<file path="config.mk">
export PLATFORM = sky130hd
export DESIGN_NAME = resp_array_command_parser_core
export DESIGN_NICKNAME = d
export VERILOG_FILES = /design/src/sv/rapc_pkg.sv /design/src/sv/rapc_front.sv /design/src/sv/rapc_queue.sv /design/src/sv/rapc_back.sv /design/src/sv/resp_array_command_parser_core.sv
export SDC_FILE = /design/constraint.sdc
export NUM_CORES = 1
export LEC_CHECK = 0
export BUFFER_PORTS_ARGS = -buffer_cell sky130_fd_sc_hd__clkbuf_2
export CAP_MARGIN = 10
export CORE_ASPECT_RATIO = 0.5
export CORE_MARGIN = 2
export CORE_UTILIZATION = 40
export DETAILED_ROUTE_END_ITERATION = 8
export HOLD_SLACK_MARGIN = 0.15
export PLACE_DENSITY = 0.68
export SLEW_MARGIN = 20
export SYNTH_ARGS = -nofsm -noshare
export SYNTH_HDL_FRONTEND = slang
export SYNTH_SLANG_ARGS = --single-unit
</file>
<file path="constraint.sdc">
create_clock -name i_clk -period 6.7 [get_ports i_clk]
set_input_delay 0.67 -clock i_clk [delete_from_list [all_inputs] [get_ports i_clk]]
set_output_delay 0.67 -clock i_clk [all_outputs]
set_load 0.01 [all_outputs]
</file>
<file path="src/sv/rapc_pkg.sv">
// Package for the RESP array command parser: widths, character codes,
// phase and event encodings, and the record passed from front to back.
// No dependencies; every other file imports it.
package rapc_pkg;

    // Number field widths of the count and the bulk length lines.
    localparam int COUNT_BITS = 16;
    localparam int LEN_BITS   = 30;
    localparam int NUM_BITS   = (COUNT_BITS > LEN_BITS) ? COUNT_BITS : LEN_BITS;
    // Accumulator width for value * 10 + digit before the limit check.
    localparam int ACC_BITS   = NUM_BITS + 4;

    localparam int IDX_BITS   = 16;
    localparam int ALEN_BITS  = 30;

    localparam logic [ACC_BITS-1:0] COUNT_LIMIT = ACC_BITS'((64'd1 << COUNT_BITS) - 64'd1);
    localparam logic [ACC_BITS-1:0] LEN_LIMIT   = ACC_BITS'((64'd1 << LEN_BITS) - 64'd1);

    // Result queue between the parser and the output stage.
    localparam int QUEUE_DEPTH = 4;
    localparam int QUEUE_AW    = $clog2(QUEUE_DEPTH);

    localparam logic [7:0] CH_STAR   = 8'h2A;
    localparam logic [7:0] CH_DOLLAR = 8'h24;
    localparam logic [7:0] CH_CR     = 8'h0D;
    localparam logic [7:0] CH_LF     = 8'h0A;
    localparam logic [7:0] CH_PLUS   = 8'h2B;
    localparam logic [7:0] CH_MINUS  = 8'h2D;
    localparam logic [7:0] CH_SPACE  = 8'h20;
    localparam logic [7:0] CH_TAB    = 8'h09;
    localparam logic [7:0] CH_ZERO   = 8'h30;
    localparam logic [7:0] CH_NINE   = 8'h39;

    typedef enum logic [2:0] {
        PH_STAR    = 3'd0,
        PH_COUNT   = 3'd1,
        PH_DOLLAR  = 3'd2,
        PH_LEN     = 3'd3,
        PH_PAYLOAD = 3'd4,
        PH_TCR     = 3'd5,
        PH_TLF     = 3'd6
    } t_phase;

    typedef enum logic [1:0] {
        NS_SKIP   = 2'd0,
        NS_DIGITS = 2'd1,
        NS_DONE   = 2'd3
    } t_nstage;

    typedef enum logic [2:0] {
        EV_BYTE = 3'd0,
        EV_END  = 3'd1,
        EV_NULL = 3'd2,
        EV_DONE = 3'd3,
        EV_ERR  = 3'd4
    } t_event;

    // All results caused by one input word. A second result, when present,
    // is always a command-complete event carrying idx1.
    typedef struct packed {
        logic                 two;
        t_event               ev0;
        logic [7:0]           byte0;
        logic [IDX_BITS-1:0]  idx0;
        logic [ALEN_BITS-1:0] len0;
        logic [IDX_BITS-1:0]  idx1;
    } t_rec;

    typedef struct packed {
        logic                full;
        logic                empty;
        logic [QUEUE_AW:0]   count;
    } t_qstat;

    function automatic logic is_ws(input logic [7:0] c);
        is_ws = (c == CH_SPACE) || ((c >= CH_TAB) && (c <= CH_CR));
    endfunction

    function automatic logic is_digit(input logic [7:0] c);
        is_digit = (c >= CH_ZERO) && (c <= CH_NINE);
    endfunction

endpackage

</file>
<file path="src/sv/rapc_front.sv">
// Parser front end: tracks the RESP framing one word per cycle while i_accept
// is high and turns each accepted word into a record of zero, one or two results.
// Depends on rapc_pkg.
module rapc_front (
    input  logic                i_clk,
    input  logic                i_rst_n,
    input  logic                i_accept,
    input  logic [7:0]          i_in_byte,
    output logic                o_rec_valid,
    output rapc_pkg::t_rec      o_rec
);
    import rapc_pkg::*;

    t_phase                r_phase, n_phase;
    logic                  r_cr, n_cr;
    t_nstage               r_stage, n_stage;
    logic                  r_neg, n_neg;
    logic [NUM_BITS-1:0]   r_val, n_val;
    logic                  r_ovf, n_ovf;
    logic [COUNT_BITS-1:0] r_args, n_args;
    logic [IDX_BITS-1:0]   r_cur, n_cur;
    logic [LEN_BITS-1:0]   r_pay, n_pay;

    // Decode of the current word.
    logic                  d_err, d_fin, d_done0, d_byte, d_feed, d_clear;
    t_event                d_fin_ev;
    logic [ALEN_BITS-1:0]  d_fin_len;
    logic                  line_end, num_bad;

    // Number accumulator.
    t_nstage               f_stage;
    logic                  f_neg, f_ovf;
    logic [NUM_BITS-1:0]   f_val;
    logic [ACC_BITS-1:0]   acc, limit;
    logic                  f_digits;

    logic [IDX_BITS-1:0]   cur_inc;
    logic [COUNT_BITS-1:0] args_dec;

    assign cur_inc  = r_cur + IDX_BITS'(1);
    assign args_dec = r_args - COUNT_BITS'(1);
    assign line_end = (i_in_byte == CH_LF) && r_cr;
    assign num_bad  = r_neg && (r_val != '0);
    assign limit    = (r_phase == PH_COUNT) ? COUNT_LIMIT : LEN_LIMIT;
    assign acc      = ACC_BITS'({r_val, 3'b000}) + ACC_BITS'({r_val, 1'b0})
                    + ACC_BITS'(i_in_byte - CH_ZERO);

    // Atoi-style digit collection for one word.
    always_comb begin
        f_stage  = r_stage;
        f_neg    = r_neg;
        f_val    = r_val;
        f_ovf    = r_ovf;
        f_digits = 1'b0;
        if (r_stage == NS_SKIP) begin
            if (is_ws(i_in_byte)) begin
                f_stage = NS_SKIP;
            end else if ((i_in_byte == CH_PLUS) || (i_in_byte == CH_MINUS)) begin
                f_neg   = (i_in_byte == CH_MINUS);
                f_stage = NS_DIGITS;
            end else begin
                f_digits = 1'b1;
            end
        end else if (r_stage == NS_DIGITS) begin
            f_digits = 1'b1;
        end
        if (f_digits) begin
            if (!is_digit(i_in_byte)) begin
                f_stage = NS_DONE;
            end else begin
                f_stage = NS_DIGITS;
                if (!r_ovf) begin
                    if (acc > limit) begin
                        f_ovf = 1'b1;
                    end else begin
                        f_val = NUM_BITS'(acc);
                    end
                end
            end
        end
    end

    // Classification of the word in the current phase.
    always_comb begin
        d_err     = 1'b0;
        d_fin     = 1'b0;
        d_done0   = 1'b0;
        d_byte    = 1'b0;
        d_feed    = 1'b0;
        d_clear   = 1'b0;
        d_fin_ev  = EV_END;
        d_fin_len = '0;
        case (r_phase)
            PH_STAR: begin
                if (!is_ws(i_in_byte)) begin
                    d_err   = (i_in_byte != CH_STAR);
                    d_clear = (i_in_byte == CH_STAR);
                end
            end
            PH_COUNT: begin
                if (line_end) begin
                    d_err   = r_ovf || num_bad;
                    d_done0 = !(r_ovf || num_bad) && (r_val == '0);
                end else begin
                    d_feed = 1'b1;
                end
            end
            PH_LEN: begin
                if (line_end) begin
                    if (r_ovf) begin
                        d_err = 1'b1;
                    end else if (num_bad) begin
                        d_err    = (r_val != NUM_BITS'(1));
                        d_fin    = (r_val == NUM_BITS'(1));
                        d_fin_ev = EV_NULL;
                    end
                end else begin
                    d_feed = 1'b1;
                end
            end
            PH_DOLLAR: begin
                d_err   = (i_in_byte != CH_DOLLAR);
                d_clear = (i_in_byte == CH_DOLLAR);
            end
            PH_PAYLOAD: begin
                d_byte = 1'b1;
            end
            PH_TCR: begin
                d_err = (i_in_byte != CH_CR);
            end
            PH_TLF: begin
                d_err     = (i_in_byte != CH_LF);
                d_fin     = (i_in_byte == CH_LF);
                d_fin_len = ALEN_BITS'(r_val);
            end
            default: begin
                d_err = 1'b0;
            end
        endcase
    end

    // Next state.
    always_comb begin
        n_phase = r_phase;
        n_cr    = r_cr;
        n_stage = r_stage;
        n_neg   = r_neg;
        n_val   = r_val;
        n_ovf   = r_ovf;
        n_args  = r_args;
        n_cur   = r_cur;
        n_pay   = r_pay;
        case (r_phase)
            PH_STAR: begin
                if (d_clear) begin
                    n_phase = PH_COUNT;
                    n_cur   = '0;
                end
            end
            PH_COUNT: begin
                if (line_end) begin
                    n_cr = 1'b0;
                    if (d_done0) begin
                        n_phase = PH_STAR;
                    end else if (!d_err) begin
                        n_args  = COUNT_BITS'(r_val);
                        n_phase = PH_DOLLAR;
                    end
                end
            end
            PH_LEN: begin
                if (line_end) begin
                    n_cr = 1'b0;
                    if (!d_err && !d_fin) begin
                        n_pay   = LEN_BITS'(r_val);
                        n_phase = (r_val == '0) ? PH_TCR : PH_PAYLOAD;
                    end
                end
            end
            PH_DOLLAR: begin
                if (d_clear) begin
                    n_phase = PH_LEN;
                end
            end
            PH_PAYLOAD: begin
                n_pay = r_pay - LEN_BITS'(1);
                if (n_pay == '0) begin
                    n_phase = PH_TCR;
                end
            end
            PH_TCR: begin
                if (!d_err) begin
                    n_phase = PH_TLF;
                end
            end
            PH_TLF: begin
                n_phase = r_phase;
            end
            default: begin
                n_phase = PH_STAR;
            end
        endcase
        if (d_feed) begin
            n_cr    = (i_in_byte == CH_CR);
            n_stage = f_stage;
            n_neg   = f_neg;
            n_val   = f_val;
            n_ovf   = f_ovf;
        end
        if (d_clear) begin
            n_cr    = 1'b0;
            n_stage = NS_SKIP;
            n_neg   = 1'b0;
            n_val   = '0;
            n_ovf   = 1'b0;
        end
        if (d_err) begin
            n_phase = PH_STAR;
        end
        if (d_fin) begin
            n_cur   = cur_inc;
            n_args  = args_dec;
            n_phase = (args_dec == '0) ? PH_STAR : PH_DOLLAR;
        end
    end

    // Result record.
    always_comb begin
        o_rec       = '0;
        o_rec_valid = i_accept && (d_err || d_fin || d_done0 || d_byte);
        o_rec.idx0  = r_cur;
        if (d_err) begin
            o_rec.ev0 = EV_ERR;
        end else if (d_done0) begin
            o_rec.ev0  = EV_DONE;
            o_rec.idx0 = '0;
        end else if (d_byte) begin
            o_rec.ev0   = EV_BYTE;
            o_rec.byte0 = i_in_byte;
        end else if (d_fin) begin
            o_rec.ev0  = d_fin_ev;
            o_rec.len0 = d_fin_len;
            o_rec.two  = (args_dec == '0);
            o_rec.idx1 = cur_inc;
        end
    end

    always_ff @(posedge i_clk) begin
        if (!i_rst_n) begin
            r_phase <= PH_STAR;
            r_cr    <= 1'b0;
            r_stage <= NS_SKIP;
            r_neg   <= 1'b0;
            r_val   <= '0;
            r_ovf   <= 1'b0;
            r_args  <= '0;
            r_cur   <= '0;
            r_pay   <= '0;
        end else if (i_accept) begin
            r_phase <= n_phase;
            r_cr    <= n_cr;
            r_stage <= n_stage;
            r_neg   <= n_neg;
            r_val   <= n_val;
            r_ovf   <= n_ovf;
            r_args  <= n_args;
            r_cur   <= n_cur;
            r_pay   <= n_pay;
        end
    end

endmodule

</file>
<file path="src/sv/rapc_queue.sv">
// Short first-in first-out queue of result records between the parser
// and the output stage. Depends on rapc_pkg.
module rapc_queue (
    input  logic               i_clk,
    input  logic               i_rst_n,
    input  logic               i_wr,
    input  rapc_pkg::t_rec     i_data,
    input  logic               i_rd,
    output rapc_pkg::t_rec     o_head,
    output rapc_pkg::t_qstat   o_stat
);
    import rapc_pkg::*;

    t_rec                r_mem [QUEUE_DEPTH];
    logic [QUEUE_AW-1:0] r_wp, n_wp;
    logic [QUEUE_AW-1:0] r_rp, n_rp;
    logic [QUEUE_AW:0]   r_cnt, n_cnt;
    logic                wr_ok, rd_ok;

    assign o_stat.full  = (r_cnt == (QUEUE_AW+1)'(QUEUE_DEPTH));
    assign o_stat.empty = (r_cnt == '0);
    assign o_stat.count = r_cnt;
    assign o_head       = r_mem[r_rp];

    assign wr_ok = i_wr && !o_stat.full;
    assign rd_ok = i_rd && !o_stat.empty;

    always_comb begin
        n_wp  = wr_ok ? r_wp + QUEUE_AW'(1) : r_wp;
        n_rp  = rd_ok ? r_rp + QUEUE_AW'(1) : r_rp;
        n_cnt = r_cnt + (QUEUE_AW+1)'(wr_ok) - (QUEUE_AW+1)'(rd_ok);
    end

    always_ff @(posedge i_clk) begin
        if (wr_ok) begin
            r_mem[r_wp] <= i_data;
        end
    end

    always_ff @(posedge i_clk) begin
        if (!i_rst_n) begin
            r_wp  <= '0;
            r_rp  <= '0;
            r_cnt <= '0;
        end else begin
            r_wp  <= n_wp;
            r_rp  <= n_rp;
            r_cnt <= n_cnt;
        end
    end

endmodule

</file>
<file path="src/sv/rapc_back.sv">
// Output stage: takes records from the queue, splits a two-result record
// into two words and holds the oldest result in an output register.
// Depends on rapc_pkg.
module rapc_back (
    input  logic                             i_clk,
    input  logic                             i_rst_n,
    input  rapc_pkg::t_rec                   i_head,
    input  logic                             i_q_empty,
    output logic                             o_q_rd,
    input  logic                             pop,
    output logic                             empty,
    output logic [2:0]                       o_event_res,
    output logic [7:0]                       o_out_byte,
    output logic [rapc_pkg::IDX_BITS-1:0]    o_arg_index,
    output logic [rapc_pkg::ALEN_BITS-1:0]   o_arg_length,
    output logic                             o_last
);
    import rapc_pkg::*;

    logic                 r_valid, n_valid;
    logic                 r_sub, n_sub;
    t_event               r_ev, n_ev;
    logic [7:0]           r_byte, n_byte;
    logic [IDX_BITS-1:0]  r_idx, n_idx;
    logic [ALEN_BITS-1:0] r_len, n_len;
    logic                 r_last, n_last;
    logic                 load;

    assign load   = (!r_valid || pop) && !i_q_empty;
    assign o_q_rd = load && (r_sub || !i_head.two);

    always_comb begin
        n_ev   = r_ev;
        n_byte = r_byte;
        n_idx  = r_idx;
        n_len  = r_len;
        n_last = r_last;
        n_sub  = r_sub;
        if (load) begin
            if (r_sub) begin
                n_ev   = EV_DONE;
                n_byte = '0;
                n_idx  = i_head.idx1;
                n_len  = '0;
                n_last = 1'b1;
                n_sub  = 1'b0;
            end else begin
                n_ev   = i_head.ev0;
                n_byte = i_head.byte0;
                n_idx  = i_head.idx0;
                n_len  = i_head.len0;
                n_last = !i_head.two;
                n_sub  = i_head.two;
            end
        end
        if (load) begin
            n_valid = 1'b1;
        end else if (pop) begin
            n_valid = 1'b0;
        end else begin
            n_valid = r_valid;
        end
    end

    always_ff @(posedge i_clk) begin
        if (!i_rst_n) begin
            r_valid <= 1'b0;
            r_sub   <= 1'b0;
        end else begin
            r_valid <= n_valid;
            r_sub   <= n_sub;
        end
    end

    always_ff @(posedge i_clk) begin
        r_ev   <= n_ev;
        r_byte <= n_byte;
        r_idx  <= n_idx;
        r_len  <= n_len;
        r_last <= n_last;
    end

    assign empty        = !r_valid;
    assign o_event_res  = r_ev;
    assign o_out_byte   = r_byte;
    assign o_arg_index  = r_idx;
    assign o_arg_length = r_len;
    assign o_last       = r_last;

endmodule

</file>
<file path="src/sv/resp_array_command_parser_core.sv">
// Top level of the RESP array command parser: front parser, record queue
// and output stage. Depends on rapc_pkg, rapc_front, rapc_queue, rapc_back.
//
// The block parses a request stream of the form "*<count>\r\n" followed by
// <count> bulk strings "$<len>\r\n<payload>\r\n", one byte per word on the
// input queue port. It emits one word per payload byte (event 0), an
// argument-end word carrying the declared length (event 1), a null-argument
// word for a length of -1 (event 2), a command-complete word whose index is
// the argument count (event 3), and an error word (event 4) for a bad marker,
// a bad trailer, a negative count, a length below -1 or a number that does
// not fit. Number lines are read like atoi and end only at CR directly
// followed by LF. After completion or an error the parser waits for a new
// '*'. The last flag marks the final result caused by an input byte; bytes
// that produce nothing are absorbed silently. The input side takes one byte
// every clock cycle while full is low: the parser decodes each byte
// combinationally and writes its results as one record into a four-entry
// queue. The output register delivers one result per cycle while pop is
// held, so a byte that ends the final argument (argument end plus command
// complete) yields two output words; full rises only when the queue holds
// four records. A result passes through the queue and the output register.
module resp_array_command_parser_core (
    input  logic                             i_clk,
    input  logic                             i_rst_n,
    input  logic                             push,
    output logic                             full,
    input  logic [7:0]                       i_in_byte,
    output logic                             empty,
    input  logic                             pop,
    output logic [2:0]                       o_event_res,
    output logic [7:0]                       o_out_byte,
    output logic [rapc_pkg::IDX_BITS-1:0]    o_arg_index,
    output logic [rapc_pkg::ALEN_BITS-1:0]   o_arg_length,
    output logic                             o_last
);
    import rapc_pkg::*;

    logic   accept;
    logic   rec_valid;
    t_rec   rec;
    t_rec   head;
    t_qstat q_stat;
    logic   q_rd;

    // A byte is taken whenever the queue has room for its record.
    assign full   = q_stat.full;
    assign accept = push && !q_stat.full;

    rapc_front u_front (
        .i_clk       (i_clk),
        .i_rst_n     (i_rst_n),
        .i_accept    (accept),
        .i_in_byte   (i_in_byte),
        .o_rec_valid (rec_valid),
        .o_rec       (rec)
    );

    rapc_queue u_queue (
        .i_clk   (i_clk),
        .i_rst_n (i_rst_n),
        .i_wr    (rec_valid),
        .i_data  (rec),
        .i_rd    (q_rd),
        .o_head  (head),
        .o_stat  (q_stat)
    );

    rapc_back u_back (
        .i_clk        (i_clk),
        .i_rst_n      (i_rst_n),
        .i_head       (head),
        .i_q_empty    (q_stat.empty),
        .o_q_rd       (q_rd),
        .pop          (pop),
        .empty        (empty),
        .o_event_res  (o_event_res),
        .o_out_byte   (o_out_byte),
        .o_arg_index  (o_arg_index),
        .o_arg_length (o_arg_length),
        .o_last       (o_last)
    );

`ifndef SYNTHESIS
    // The queue cannot report full and empty at once.
    a_queue_state: assert property (@(posedge i_clk) disable iff (!i_rst_n)
        q_stat.full |-> !q_stat.empty)
        else $error("record queue is both full and empty");

    // Only the completion after an argument may follow another result of
    // the same byte, so a non-final result is never a completion or error.
    a_first_of_two: assert property (@(posedge i_clk) disable iff (!i_rst_n)
        (!empty && !o_last) |-> (o_event_res == EV_END || o_event_res == EV_NULL))
        else $error("non-final result is not an argument end");

    // An error is always the only result of its byte.
    a_err_last: assert property (@(posedge i_clk) disable iff (!i_rst_n)
        (!empty && o_event_res == EV_ERR) |-> o_last)
        else $error("error result not marked last");

    // The byte field is zero except on payload events.
    a_byte_zero: assert property (@(posedge i_clk) disable iff (!i_rst_n)
        (!empty && o_event_res != EV_BYTE) |-> (o_out_byte == 8'h00))
        else $error("byte field set on a non-payload event");
`endif

endmodule
</file>
==> metrics, run 1 <==
antenna viol nets, final=0; top cell type's share of synthesized area=0.461; gr usage total=0.188; Setup CP Type=flip-flop to flip-flop; Clock Skews=0.0310 ns; hold path startpoint=pop; clk buf depth=3; setup violators final=0; status=complete, no violations; Final Hold Slack=0.402 ns; Synth Cell Area=23,000 sq um; half-perimeter wire length after detailed placement=36.5 mm; r2r startpoint=u_front.r_val[0]; hold buffers post-CTS=0; CP max FO=31; RSZ-0062 raised after global routing=false; Worst setup EP type=flip-flop; r2r worst-path depth=20; list of most frequent post-synthesis cells=edfxtp_1, nand2_1, nor2_1; H-tree depth=2; vias in the first global route=15,300; flops & latches, synth=465; Num CTS Buffers=45; core area=57,200 sq um; Setup TNS=0 ns; slowest stage delay, CP=0.64 ns; r2r endpoint=u_front.r_val[15]; post-DR wirelength/cell=20.4 um; Final Hold Fails=0; Rel. slew slack=0.264; fmax=177 MHz; Distinct cells, synth=83; grt total ovfl=0; CTS tree=built; first-pass GRT wire length=87.9 mm; EDFF count, synth=354; MaxCap Viol Count=0; clk sink count=465; pwr dens=312 nW/um^2; Post-Place Setup Slack=0.582 ns; most frequent cell after synthesis=edfxtp_1; final RePlAce weighted congestion=0.923; Fill cells=5,119; Ys Warns=0; site row count=62; initial antenna violation count=1; Post-CTS Setup Inserts=0; DRT Wirelength=56.1 mm; area leader, netlist=edfxtp_1; Final nets=2,053; CP Launch Type=flip-flop; hold path depth=3; clock root cell=clkbuf_16; Power Total=8.07 mW; min cycle time layout=5.64 ns; via count=15,600; Async SR Flop Fraction=0; DRT Pass-1 Iters=8; Clock transition at path regs=0.06 ns; Die Area=59,700 sq um; Max Slew Vio Count=0; Port-buffer cells=71; Boundary Pins=72; Critical Path AT=6.14 ns; Hold Path Sink=u_back.r_valid; pin count of the biggest net entering global routing=93; DRC=0; period utilization=0.842; Synth Flop Type=edfxtp_1; insertion delay to the later sink of the worst-skew pair=0.58 ns; share of cells above drive strength 1=0.151; Die X=343 um; Worst R2R Setup Slack=1.06 ns; Least-Margin Pin Slew=1.10 ns; Syn Area/Cell=12.1 sq um; Syn Nets=2,006; Min-Delay Path Class=input port to flip-flop; worst endpoint required time=7.20 ns; Seq/Total Area, Yosys=0.558; smallest setup slack after layout=1.06 ns; Vias/cell=5.66; Leak=8.99 nW; post-cts resize count=0; synthesized instance count=1,901; VDD IR max=0.190 mV; dominant cells by area after synthesis=edfxtp_1, dfxtp_1, mux4_2; P&R area growth vs syn=12.3%; die height=174 um; worst-path cell chain=fa_1 > inv_1 > fa_1 > nand2b_1 > a21oi_1 > o21ai_0 > o21ai_0 > a31o_2 > a21oi_1 > xnor2_1 > ha_1 > a21o_1 > a21o_1 > a21o_1 > a21oi_1 > nor3_1 > or3_1 > a211oi_4 > buf_12 > mux2i_1; Initial DRC Count=1,371; CP max-delay cell=fa_1; Initial Util=0.403
## metrics by stage
step / std cells / instance area, sq um / utilization
floorplan: 1901 / 23000 / -
global placement: 2669 / 24300 / 0.426
detailed placement: 2669 / 24300 / 0.426
CTS: 2753 / 25900 / 0.453
global route: 2754 / 25900 / 0.453
finish: 2754 / 25900 / 0.453
## layout make-up
class                   count  area [sq um]  share of cell area
well taps                 768           961              0.0371
flip-flops and latches    465         12900               0.497
clock inverters            35           347              0.0134
repair buffers            106           706              0.0273
diodes                      1          2.50           0.0000967
clock buffers              49          1190              0.0461
inverters                  55           206             0.00798
multi-input cells        1275          9610               0.371
## cell families after synthesis
kind of cell / after synthesis / synth area share
AND/OR/NAND/NOR: 673 / 0.150
AO/OA/AOI/OAI: 345 / 0.0968
multiplexers: 109 / 0.0875
buffers and inverters: 161 / 0.0271
XOR/XNOR: 55 / 0.0209
flip-flops: 465 / 0.558
adder cells (fa/ha/maj): 93 / 0.0603
## report_power, final
group          leakage (nW)  internal (mW)  switching, mW
clock network         0.755           1.50           1.13
logic                  4.23          0.715          0.894
registers              4.01           3.64          0.191
total                  8.99           5.85           2.22
## state kept, by name, indices dropped and copies added, names as in the netlist, named ones only
name / cells
u_back.o_event_res: 3
u_back.o_arg_index: 16
u_back.r_valid: 1
u_queue.r_rp: 2
u_front.r_ovf: 1
u_queue.r_cnt: 3
u_front.r_cr: 1
u_front.r_pay: 30
u_front.r_stage: 2
u_back.o_out_byte: 8
u_front.r_val: 30
u_front.r_args: 16
u_front.r_phase: 3
u_back.r_sub: 1
u_back.o_arg_length: 30
u_queue.r_mem: 296
u_queue.r_wp: 2
u_front.r_neg: 1
u_front.r_cur: 16
u_back.o_last: 1
## routing by layer
metal	global-route usage	up-vias	routed length, um
li1	-	7201	-
met1	0.264	7818	24700
met2	0.299	485	26300
met3	0.0273	89	3520
met4	0.0655	0	1600
met5	0	-	0
## how the worst max path moves through the flow
stage,start,endpoint,slack [ns],cells after the start
2_1_floorplan,i_in_byte[6],u_front.r_val[10],0.39,23
3_3_place_gp,i_in_byte[6],u_front.r_val[5],0.71,24
3_5_place_dp,i_in_byte[6],u_front.r_val[29],0.58,24
4_1_cts,i_in_byte[6],u_front.r_val[29],1.16,24
5_1_grt,u_front.r_val[0],u_front.r_val[10],0.78,20
6_report,u_front.r_val[0],u_front.r_val[15],1.06,20
## cells in the final DEF, fill, tap and decap left out, types with 8 or more instances in the layout
| cell | Yosys | final |
|---|---|---|
| edfxtp_1 | 354 | 354 |
| nand2_1 | 196 | 196 |
| nor2_1 | 121 | 119 |
| dfxtp_1 | 111 | 109 |
| o21ai_0 | 107 | 107 |
| and2_1 | 105 | 101 |
| a21oi_1 | 79 | 79 |
| mux4_2 | 74 | 74 |
| clkbuf_2 | 0 | 71 |
| ha_1 | 63 | 63 |
| inv_1 | 55 | 54 |
| clkbuf_16 | 0 | 47 |
| nand3_1 | 45 | 45 |
| xnor2_1 | 38 | 38 |
| nor3_1 | 37 | 37 |
| mux2i_1 | 35 | 35 |
| fa_1 | 30 | 30 |
| buf_4 | 1 | 28 |
| nand4_1 | 24 | 24 |
| nor4_1 | 22 | 22 |
| a21boi_0 | 19 | 19 |
| o211ai_1 | 18 | 18 |
| nand3b_1 | 17 | 17 |
| and3_1 | 17 | 17 |
| xor2_1 | 17 | 17 |
| nor2b_1 | 16 | 16 |
| a31oi_1 | 16 | 16 |
| nand2b_1 | 14 | 14 |
| a21o_1 | 14 | 14 |
| clkinv_2 | 0 | 12 |
| or3_1 | 11 | 11 |
| o31ai_1 | 10 | 10 |
| a211oi_1 | 10 | 10 |
| or2_2 | 8 | 8 |
| a32oi_1 | 8 | 8 |
| o21a_1 | 8 | 8 |
## critical path, delay by kind of cell, from the launching register on
family | cells | cell delay (ns)
AO/OA/AOI/OAI | 10 | 2.18
flip-flops | 1 | 0.54
adder cells (fa/ha/maj) | 3 | 1.39
multiplexers | 1 | 0.22
buffers and inverters | 2 | 0.34
AND/OR/NAND/NOR | 3 | 0.64
XOR/XNOR | 1 | 0.23
(Power assumes the default switching activity.)
==> inputs of run 2 (changes only) <==
==> constraint.sdc (replaced) <==
create_clock -name i_clk -period 4.8 [get_ports i_clk]
set_input_delay 0.48 -clock i_clk [delete_from_list [all_inputs] [get_ports i_clk]]
set_output_delay 0.48 -clock i_clk [all_outputs]
set_load 0.01 [all_outputs]
==> run 2 against run 1 <==
  * Register-to-register slack lost 1.1 ns
  * Final cell count grew 5.7%
  * Total power is 38% higher
  * Via count increased by 4.1%
  * Clock power is 32% higher
  * Design area rose by 6.0%
  * Sequential power is 39% higher
  * Flip-flop and latch count stayed put
  * Die area unchanged
  * The flow now finishes with violations (negative setup slack)
  * Setup slack got worse by 1.1 ns
==> metrics, run 2 (synthesized netlist as in run 1, its figures left out) <==
Core Util, Final=0.480 (was 0.453); clk sink count=465 (unchanged); r2r worst-path depth=23 (was 20); Max Slew Vio Count=0 (unchanged); DRT Pass-1 Iters=5 (was 8); Largest register FFs=296 (unchanged); half-perimeter wire length after detailed placement=38.2 mm (was 36.5 mm); Setup CP Type=input port to flip-flop (was flip-flop to flip-flop); Initial DRC Count=1,511 (was 1,371); CP Launch Type=input port (was flip-flop); final RePlAce weighted congestion=0.898 (was 0.923); P&R area growth vs syn=19.0% (was 12.3%); Die X=343 um (unchanged); H-tree depth=2 (unchanged); clock root cell=clkbuf_16 (unchanged); Levels on crit path=26 (was 20); RSZ-0062 raised after global routing=true (was false); Boundary Pins=72 (unchanged); Rel. slew slack=0.271 (was 0.264); period utilization=1.01; vias in the first global route=16,100 (was 15,300); slowest stage delay, CP=0.55 ns (was 0.64 ns); Leak=9.84 nW (was 8.99 nW); Min-Delay Path Class=input port to flip-flop (unchanged); clk buf depth=3 (unchanged); most frequent cells in the layout=edfxtp_1, nand2_1, buf_4 (was edfxtp_1, nand2_1, nor2_1); site row count=62 (unchanged); fmax=207 MHz; worst endpoint required time=5.30 ns (was 7.20 ns); status=complete, but fails checks (was complete, no violations); CTS tree=built (unchanged); largest reg by FF count=u_queue.r_mem (unchanged); via count=16,200 (was 15,600); DP Cell Count=2,806 (was 2,669); Buffers & Inverters on Critical Path=6 (was 2); DRT Wirelength=57.8 mm (was 56.1 mm); initial antenna violation count=2 (was 1); hold path depth=3 (unchanged); cell family with most CP delay=compound AO/OA/AOI/OAI gates (unchanged); Least-Margin Pin Slew=1.09 ns (was 1.10 ns); grt total ovfl=0 (unchanged); pwr dens=406 nW/um^2 (was 312 nW/um^2); min cycle time layout=4.83 ns; DRC=0 (unchanged); die height=174 um (unchanged); MaxCap Viol Count=0 (unchanged); VDD IR max=0.251 mV (was 0.190 mV); fin cells=2,911 (was 2,754); failing checks=negative setup slack; Vias/cell=5.57 (was 5.66); most common cell after layout, fill and taps aside=edfxtp_1 (unchanged); Initial Util=0.403 (unchanged); Clock Skews=0.0346 ns (was 0.0310 ns); Clock transition at path regs=0.07 ns (was 0.06 ns); Port-buffer cells=71 (unchanged); core area=57,200 sq um (unchanged); share of cells above drive strength 1=0.232 (was 0.151); gr usage total=0.194 (was 0.188); Final nets=2,213 (was 2,053); antenna viol nets, final=0 (unchanged); first-pass GRT wire length=90.8 mm (was 87.9 mm); Num CTS Buffers=45 (unchanged); Power Total=11.1 mW (was 8.07 mW); pin count of the biggest net entering global routing=77 (was 93); setup violators final=26 (was 0); CP max FO=8 (was 31); Top cell by count, worst path=a21o_1; Critical Path AT=5.34 ns (was 6.14 ns); Final Hold Fails=0 (unchanged); smallest setup slack after layout=-0.0312 ns (was 1.06 ns); Die Area=59,700 sq um (unchanged); CP max-delay cell=fa_1 (unchanged); insertion delay to the later sink of the worst-skew pair=0.58 ns (about the same); Worst setup EP type=flip-flop (unchanged); hold buffers post-CTS=0 (unchanged); post-DR wirelength/cell=19.8 um (was 20.4 um)
-- run 2: area by class of cell --
class / count / area, sq um
Antenna cell: 1 / 2.50
Clock buffer: 61 / 1220
Clock inverter: 20 / 210
Fill cell: 4987 / 29700
Inverter: 55 / 206
Multi-Input combinational cell: 1275 / 9930
Sequential cell: 465 / 12900
Tap cell: 768 / 961
Timing Repair Buffer: 266 / 2040
-- run 2: timing repair --
action | CTS | global route
endpoints found under the setup margin | 31 | 31
hold endpoints to repair | 0 | 0
resized for setup | 36 | 34
cloned | 3 | 1
pin swaps | 26 | 40
buffers inserted | 15 | 4
-- run 2: power breakdown --
part / total [mW] / switching (mW) / internal (mW)
Sequential: 5.31 / 0.230 / 5.08
Clock: 3.47 / 1.51 / 1.96
Combinational: 2.36 / 1.29 / 1.07
Total: 11.1 / 3.03 / 8.11
-- run 2: layer usage --
metal / share of wire / up-vias / global-route usage / wire [um]
met2: 0.47 / 512 / 0.312 / 27200
met1: 0.44 / 8098 / 0.271 / 25300
met5: 0.00019 / - / 0 / 11
met4: 0.027 / 2 / 0.0566 / 1560
met3: 0.064 / 99 / 0.0293 / 3670
li1: - / 7515 / - / -
-- run 2: tightest hold or removal path, delay by kind of cell --
kind            cells  cell delay [ns]
simple gates        1             0.11
buf+inv             1             0.08
compound gates      1             0.08
-- run 2: metrics by stage --
stage / cell area (sq um) / TNS (ns) / hold slack, ns / worst slack [ns]
2_1_floorplan: 23200 / -18.38 / 0.429 / -0.602
3_3_place_gp: 25500 / -19.34 / 0.440 / -0.629
3_5_place_dp: 25500 / -22.06 / 0.445 / -0.745
4_1_cts: 27300 / -0.126 / 0.220 / -0.0222
5_1_grt: 27400 / -6.42 / 0.255 / -0.242
6_report: 27400 / -0.427 / 0.235 / -0.0312
-- run 2: worst paths after layout --
path,slack [ns],endpoint,from
setup / recovery,-0.03,u_front.r_val[0],i_in_byte[4]
hold / removal,0.23,u_back.r_valid,pop
setup reg to reg,-0.01,u_front.r_val[0],u_front.r_val[4]
hold reg to reg,0.46,u_front.r_args[9],u_front.r_args[9]
